**src/hdl/ecu_pkg.sv**
```systemverilog
`timescale 1ns / 1ps

package ecu_pkg;

  localparam int FUNC_W = 4;
  localparam int DATA_W = 18;
  localparam int ENTRY_W = 31;
  localparam int FIELD_MAX = 131071;

  typedef logic [FUNC_W-1:0] func_t;
  typedef logic signed [DATA_W-1:0] data_t;

  localparam func_t FN_SMOOTH     = 4'd0;
  localparam func_t FN_INOUTQUAD  = 4'd1;
  localparam func_t FN_INOUTSINE  = 4'd2;
  localparam func_t FN_OUTEXPO    = 4'd3;
  localparam func_t FN_INOUTEXPO  = 4'd4;
  localparam func_t FN_INOUTCUBIC = 4'd5;
  localparam func_t FN_OUTCUBIC   = 4'd6;
  localparam func_t FN_OUTQUINT   = 4'd7;
  localparam func_t FN_OUTQUAD    = 4'd8;
  localparam func_t FN_LINEAR     = 4'd9;
  localparam func_t FN_INOUTQUINT = 4'd10;

  localparam logic [63:0] Q30 = 64'd1 << 30;
  localparam logic [63:0] HALF_PI_Q30 = 64'd1686629713;
  localparam logic [63:0] LN2_Q30 = 64'd744261118;

  // Per-request control that travels beside the clamped progress value
  typedef struct packed {
    func_t func;
    logic  lo;      // t below one half
    logic  le;      // t at or below one half
    logic  t_zero;
    logic  t_one;
  } curve_ctrl_t;

  // Unsigned quotient by shift and subtract; only ever evaluated to build constant tables
  function automatic logic [63:0] quot64(input logic [63:0] num, input logic [63:0] den);
    logic [63:0] q;
    logic [64:0] rem;
    int b;
    q = '0;
    rem = '0;
    for (b = 63; b >= 0; b--) begin
      rem = {rem[63:0], num[b]};
      if (rem >= {1'b0, den}) begin
        rem = rem - {1'b0, den};
        q[b] = 1'b1;
      end
    end
    return q;
  endfunction

  // cos(x) in Q30, x in Q30, by a fifteen-term series
  function automatic logic [ENTRY_W-1:0] cos_series(input logic [63:0] x);
    logic [63:0] x2;
    logic [63:0] term;
    logic [63:0] dd;
    logic signed [63:0] sum;
    int k;
    x2 = (x * x + (64'd1 << 29)) >> 30;
    term = Q30;
    sum = $signed(Q30);
    for (k = 1; k <= 14; k++) begin
      dd = 64'((2 * k - 1) * (2 * k));
      term = quot64(((term * x2 + (64'd1 << 29)) >> 30) + (dd >> 1), dd);
      if (k % 2 == 1) sum = sum - $signed(term);
      else sum = sum + $signed(term);
    end
    if (sum < 0) sum = 0;
    if (sum > $signed(Q30)) sum = $signed(Q30);
    return ENTRY_W'(sum);
  endfunction

  // exp(-y) in Q30, y in Q30, by a seventeen-term series
  function automatic logic [ENTRY_W-1:0] expneg_series(input logic [63:0] y);
    logic [63:0] term;
    logic [63:0] kk;
    logic signed [63:0] sum;
    int k;
    term = Q30;
    sum = $signed(Q30);
    for (k = 1; k <= 16; k++) begin
      kk = 64'(k);
      term = quot64(((term * y + (64'd1 << 29)) >> 30) + (kk >> 1), kk);
      if (k % 2 == 1) sum = sum - $signed(term);
      else sum = sum + $signed(term);
    end
    if (sum < 0) sum = 0;
    if (sum > $signed(Q30)) sum = $signed(Q30);
    return ENTRY_W'(sum);
  endfunction

endpackage

```
**src/hdl/ecu_poly.sv**
```systemverilog
`timescale 1ns / 1ps

module ecu_poly #(
  parameter int FRAC_BITS = 16
) (
  input  logic                        clk,
  input  ecu_pkg::curve_ctrl_t        ctl,
  input  logic [FRAC_BITS:0]          t,
  input  logic [FRAC_BITS:0]          d,
  output logic signed [FRAC_BITS+7:0] r
);
  import ecu_pkg::*;

  localparam int OW = FRAC_BITS + 3;
  localparam int PW = 2 * OW;
  localparam int RW = FRAC_BITS + 8;
  localparam logic [OW-1:0] TWO_O   = OW'(64'd2 << FRAC_BITS);
  localparam logic [OW-1:0] THREE_O = OW'(64'd3 << FRAC_BITS);
  localparam logic [OW-1:0] FOUR_O  = OW'(64'd4 << FRAC_BITS);
  localparam logic [PW-1:0] RND     = PW'(64'd1 << (FRAC_BITS - 1));
  localparam logic signed [RW-1:0] ONE_R = RW'(64'd1 << FRAC_BITS);

  function automatic logic [OW-1:0] mulq(input logic [OW-1:0] a, input logic [OW-1:0] b);
    logic [PW-1:0] p;
    p = PW'(a) * PW'(b) + RND;
    return p[FRAC_BITS+OW-1:FRAC_BITS];
  endfunction

  logic [OW-1:0] tw, dw, u_in, a_in, b_in, m_in;

  assign tw = OW'(t);
  assign dw = OW'(d);

  always_comb begin
    case (ctl.func) inside
      FN_INOUTCUBIC, FN_INOUTQUINT: u_in = ctl.lo ? tw : dw;
      default: u_in = dw;
    endcase
    a_in = u_in;
    b_in = u_in;
    m_in = u_in;
    case (ctl.func)
      FN_SMOOTH: begin
        a_in = tw;
        b_in = tw;
        m_in = THREE_O - (tw << 1);
      end
      FN_INOUTQUAD: begin
        a_in = ctl.lo ? tw : FOUR_O - (tw << 1);
        b_in = tw;
      end
      FN_OUTQUAD: begin
        a_in = tw;
        b_in = TWO_O - tw;
      end
      default: ;
    endcase
  end

  logic [OW-1:0] p1, m1, u1;
  logic [OW-1:0] p2, p1_2, u2;
  logic [OW-1:0] p3, p1_3, p2_3, u3;
  logic [OW-1:0] p4, p1_4, p2_4;
  curve_ctrl_t   ctl1, ctl2, ctl3, ctl4;

  // One product per stage: u^2, u^3, u^4, u^5
  always_ff @(posedge clk) begin
    p1   <= mulq(a_in, b_in);
    m1   <= m_in;
    u1   <= u_in;
    ctl1 <= ctl;
    p2   <= mulq(p1, m1);
    p1_2 <= p1;
    u2   <= u1;
    ctl2 <= ctl1;
    p3   <= mulq(p2, u2);
    p1_3 <= p1_2;
    p2_3 <= p2;
    u3   <= u2;
    ctl3 <= ctl2;
    p4   <= mulq(p3, u3);
    p1_4 <= p1_3;
    p2_4 <= p2_3;
    ctl4 <= ctl3;
  end

  logic signed [RW-1:0] s1, s2, s4;

  assign s1 = $signed(RW'(p1_4));
  assign s2 = $signed(RW'(p2_4));
  assign s4 = $signed(RW'(p4));

  always_comb begin
    case (ctl4.func)
      FN_SMOOTH:     r = s2;
      FN_INOUTQUAD:  r = ctl4.lo ? (s1 <<< 1) : s1 - ONE_R;
      FN_INOUTCUBIC: r = ctl4.lo ? (s2 <<< 2) : ONE_R - (s2 <<< 2);
      FN_OUTCUBIC:   r = ONE_R - s2;
      FN_OUTQUINT:   r = ONE_R - s4;
      FN_OUTQUAD:    r = s1;
      FN_INOUTQUINT: r = ctl4.lo ? (s4 <<< 4) : ONE_R - (s4 <<< 4);
      default:       r = '0;
    endcase
  end

endmodule

```
**config.mk**
```make
export PLATFORM = sky130hd
export DESIGN_NAME = ecu_poly
export DESIGN_NICKNAME = d
export VERILOG_FILES = /design/src/hdl/ecu_pkg.sv /design/src/hdl/ecu_poly.sv
export SDC_FILE = /design/constraint.sdc
export NUM_CORES = 2
export LEC_CHECK = 0
export ABC_CLOCK_PERIOD_IN_PS = 20500
export BUFFER_PORTS_ARGS = -buffer_cell sky130_fd_sc_hd__clkbuf_2
export CAP_MARGIN = 0
export CORE_MARGIN = 3
export CORE_UTILIZATION = 40
export DETAILED_ROUTE_END_ITERATION = 8
export GPL_ROUTABILITY_DRIVEN = 0
export SETUP_SLACK_MARGIN = 0.05
export SLEW_MARGIN = 10
export SYNTH_ARGS = -nofsm -noshare
export SYNTH_HDL_FRONTEND = slang
export SYNTH_SLANG_ARGS = --single-unit
```
**constraint.sdc**
```tcl
create_clock -name clk -period 20.5 [get_ports clk]
set_clock_uncertainty 0.15 [all_clocks]
set_input_delay 3.075 -clock clk [delete_from_list [all_inputs] [get_ports clk]]
set_output_delay 3.075 -clock clk [all_outputs]
set_load 0.05 [all_outputs]
```
Word level (Yosys, flattened, before mapping):

Cells that the tools add are included.

* register bits after elaboration: 261
* output and inout bits: 24

* add/subtract/negate cells: 12
* $mul: 4
* equal/unequal tests: 10
* muxes and demuxes: 10
* reduce and logical (&&, ||, !) cells: 5

Operator list (count)
* $pmux 24 s7: 1
* $add 35x16->35 const B: 4
* $pmux 19 s2: 2
* $mux 24: 3
* $mul 19x17->35: 2
* $mul 19x19->35: 2
* $sub 17x19->20 const A: 2
* $mux 19: 2
* $mux 17: 2
* $sub 17x23->24 const A: 1
* $sub 17x21->22 const A: 1
* $sub 19x17->20 const B: 1
* $sub 18x17->19 const A: 1
* $sub 18x18->19 const A: 1
* $sub 19x18->19 const A: 1
* $eq 4x3->1 const B: 4
* $eq 4x4->1 const B: 4
* $eq 4x1->1 const B: 2
* $logic_not 4->1: 2
* $reduce_or 2->1: 3

Depth between registers and ports, before layout:

* depth in word-level cells: 6
* gate-level depth with buffers: 35
* gate-level depth less buffers: 33

Least setup slack after synthesis:

Ideal clock, no wire load.

* path type: input to register
* start: input ctl[4] (netlist name)
* end: register p1[15]
* arrival: 10.530 ns
* required time: 20.278 ns
* setup slack: 9.748 ns
* cell stages on the path: 27
* path buffers: 2
* cell sequence: buf_2 and4bb_1 o21ai_2 mux2_2 a22o_1 a21oi_1 clkbuf_1 nor2_1 fa_1 inv_1 fa_1 fa_1 inv_1 fa_1 fa_1 fa_1 fa_1 ha_1 o211a_1 a221o_1 a31o_2 o2bb2ai_1 a211oi_2 nor2_1 a21o_1 a21oi_1 xnor2_1

* word-level cells in the longest chain between the ends: 6

RTL lines
* start: declaration: RTL line ecu_poly.sv:7 `input ecu_pkg::curve_ctrl_t ctl,`
* $eq 4x3->1 (no line) or $eq 4x4->1 (tied branches)
* $reduce_or 2->1 *: RTL line ecu_poly.sv:35 `case (ctl.func) inside`
* $mux 17 *: RTL line ecu_poly.sv:35
* named net u_in[5]: RTL line ecu_poly.sv:29 `logic [OW-1:0] tw, dw, u_in, a_in, b_in, m_in;`
* $pmux 19 s2: RTL line ecu_poly.sv:42 `case (ctl.func)`
* $mul 19x19->35 *: RTL line ecu_poly.sv:25 `p = PW'(a) * PW'(b) + RND;`
* $add 35x16->35 *: RTL line ecu_poly.sv:25
* end signal: assignment: RTL line ecu_poly.sv:68 `p1 <= mulq(a_in, b_in);`
* end: declaration: RTL line ecu_poly.sv:60 `logic [OW-1:0] p1, m1, u1;`

Mark *: on every way through the listed nets, which the timed path passes. The rest lies on a longest branch.

Final worst setup path:

* start: input ctl[7] (netlist name)
* end: register p1[15]

The elaborated chain is that of the path after synthesis.

==> metrics.md <==
| Metric | Value |
|---|---|
| Status | `finished clean` |
| Reg area | `~5200 sq um` |
| Post-synthesis instance total | `between 5k and 6k` |
| Crit Path Max Fanout | `34` |
| Req. time, crit path | `~21,000 ps` |
| F_max | `85.5 MHz` |
| Share of cells above drive strength 1 | `0.0446` |
| Predominant post-synthesis flop cell | `dfxtp_1` |
| Post-DRT Antenna Nets | `0` |
| Cell mode on critical path | `fa_1` |
| Tightest Hold Check Type | `reg -> reg` |
| Distinct cells, synth | `92` |
| Starting Density | `0.403` |
| PortBufs | `63` |
| Final Hold Fails | `0` |
| Routed vias | `between 30k and 40k` |
| Core Rows | `130` |
| TNS Setup | `0 ps` |
| Clock Tree Buf Depth | `3` |
| Cell Count, Final, Fillers Out | `about 7.2k` |
| DR vias/cell | `5.04` |
| Core Util, Final | `0.428` |
| Final wirelength | `approximately 130 mm` |
| # resized after CTS | `0` |
| Placed insts | `7,151` |
| Cell Area, Synth | `50,700 sq um` |
| Die width | `362 microns` |
| I/O pin cnt | `67` |
| Combinational family with the most area after synthesis | `adder cells` |
| H-tree Lvls | `1` |
| WL per Instance | `18.1 microns` |
| Post-synth EDFFs | `0` |
| CP peak stage delay | `570 ps` |
| CTS tree | `done` |
| Clk Tree Root Cell | `clkbuf_16` |
| Post-synthesis compound-gate area fraction | `0.0569` |
| Critical path class | `in -> reg` |
| Yosys reg bits | `261` |
| CP Launch Type | `input port` |
| Clock-pin slew on the worst setup and hold paths | `approximately 60 ps` |
| FFs w/ async S/R, synth | `0` |
| Initial antenna violation count | `14` |
| Tot GR Track Use | `0.205` |
| Clk sinks | `around 260` |
| Syn-to-layout area delta | `6.24%` |
| Post-DP HPWL | `a little over 100 mm` |
| Nets | `~7.1k` |
| Core Region | `about 130,000 sq um` |
| Tcrit/Tclk final | `0.570` |
| Multiplexer area fraction after synthesis | `0.00429` |
| Maxcap violations | `0` |
| Die Y | `362 microns` |
| Total of fill cells in the finished design | `approximately 12k` |
| Worst path slowest cell | `fa_1` |
| Fin. max-slew vios | `0` |
| First-pass GRT wire length | `214 mm` |
| GR Overflow Total | `0` |
| Final min period | `~12,000 ps` |
| Place WS | `between 8000 and 9000 ps` |
| Postcts setup bufs | `0` |
| Post-Synth Adder-Cell Area | `0.545` |
| Num CTS Buffers | `29` |
| Cts hold-fix bufs | `0` |
| RSZ-0062 raised after global routing | `false` |
| Arr. time, crit path | `12,070 ps` |
| Largest net degree at the start of global routing | `42` |
| DRC violations left | `0` |
| Crit. End Element | `flop` |
| Worst Tran Pin Value | `approximately 1200 ps` |
| Final Setup Violations | `0` |
| Footprint of the multi-input gates | `40,100 sq um` |
| Synth Area in Simple Gates | `0.152` |
| Seq/Total Area, Yosys | `0.103` |
| Worst setup margin | `between 8000 and 9000 ps` |
| Slew Limit Headroom | `0.214` |
| Vias in the first global route | `39.3k` |
| Pre-antenna DRT Iters | `6` |
| Xor/xnor cell area share of the yosys netlist | `0.0287` |
| DRC violation total after the first TritonRoute iteration | `2,073` |
| Post-Syn Area per Cell | `9.08 sq um` |
| Clock Latency Late Sink | `approximately 600 ps` |
| Die area | `about 130,000 sq um` |
| YS warnings | `0` |
-- sequential cells by signal, summed over array words and instances, names as in the netlist, 19 cells and up --
name  count
p1_4     19
p4       19
p3       19
m1       19
p2       19
p1_2     19
p1       19
p1_3     19
p2_3     19
p2_4     19
-- worst paths after layout --
path / startpoint / endpoint / slack (ps) / cells after the start
max reg2reg: p1[7] / p2[18] / 13010 / 21
min: p2_3[3] / p2_4[3] / 170 / 0
max: ctl[7] / p1[15] / 8800 / 28
min reg2reg: p2_3[3] / p2_4[3] / 170 / 0
-- cells in the final DEF, fill, tap and decap left out, types with 16 or more instances in the layout --
cell       synthesis  routed
inv_1           1226    1226
fa_1            1062    1062
nand2_1          813     813
ha_1             510     510
and2_1           371     371
nor2_1           315     315
dfxtp_1          261     261
a21oi_1          118     117
xnor2_1          101     101
buf_4              3      74
xor2_1            65      65
clkbuf_2           0      63
o21ai_0           55      55
nand2b_1          34      34
conb_1             2      33
nor3_1            31      31
clkbuf_16          0      29
a21o_1            28      28
nand3_1           21      21
a221oi_1          20      20
a22o_1            17      17
or3_1             17      17
o21a_1            16      16
-- cells in the mapped netlist, drive strengths merged, types with 7 or more instances --
library cell,count,area share
a21oi,120,0.012
nand2b,34,0.0042
nor2,316,0.023
dfxtp,261,0.10
nor3,35,0.0038
nor2b,7,0.00086
a211oi,20,0.0033
a21o,28,0.0041
o211ai,8,0.0012
xor2,65,0.011
a22oi,14,0.0021
a22o,17,0.0029
a211o,9,0.0016
buf,28,0.0026
a222oi,7,0.0014
or2,13,0.0016
clkbuf,221,0.016
or3,17,0.0021
a221o,8,0.0016
o31ai,12,0.0021
inv,1226,0.091
o21bai,8,0.0012
nand3,21,0.0021
o21ai,62,0.0063
nand4,12,0.0016
o21a,16,0.0024
nor4,9,0.0015
and2,373,0.046
nand2,813,0.060
o22ai,9,0.0011
ha,510,0.13
a221oi,21,0.0038
xnor2,101,0.017
mux2i,15,0.0030
fa,1062,0.42
-- critical path: cells and delay by family --
family	cells	cell delay, ps
multiplexers	1	300
buffers and inverters	5	1090
adder cells (fa/ha/maj)	8	3850
AO/OA/AOI/OAI	9	2330
AND/OR/NAND/NOR	4	1270
XOR/XNOR	1	130
-- cell type report --
| cell class | count | share of cell area |
|---|---|---|
| antenna | 7 | 0.000325 |
| multi-input combinational | 3877 | 0.744 |
| timing repair buffer | 137 | 0.0162 |
| clock inverter | 23 | 0.00520 |
| clock buffer | 31 | 0.0140 |
| sequential | 261 | 0.0970 |
| tap | 1650 | 0.0383 |
| inverter | 1226 | 0.0854 |
-- kinds of logic after synthesis --
group,after synthesis
buf+inv,1475
fa+ha+maj,1572
compound gates,409
simple gates,1676
xor+xnor,166
other cells,2
mux,21
flops,261
-- per-stage QoR --
stage	hold slack (ps)	cell area, sq um
after floorplan	160	50800
after global placement	160	52800
after detailed placement	162	52800
after CTS	175	53900
after global routing	180	53900
final	175	53900
-- metal layers --
| metal | GRT usage | share of wire | vias up | wire length (microns) |
|---|---|---|---|---|
| met5 | 0 | 0.00075 | - | 98 |
| met2 | 0.356 | 0.49 | 1056 | 63400 |
| met4 | 0.0651 | 0.035 | 14 | 4570 |
| met3 | 0.0253 | 0.058 | 247 | 7580 |
| li1 | - | - | 16600 | - |
| met1 | 0.266 | 0.42 | 18400 | 54700 |
Power is left out: the tool's default activity adds up to more than one toggle a clock period on the data nets, which glitch-free logic cannot reach.
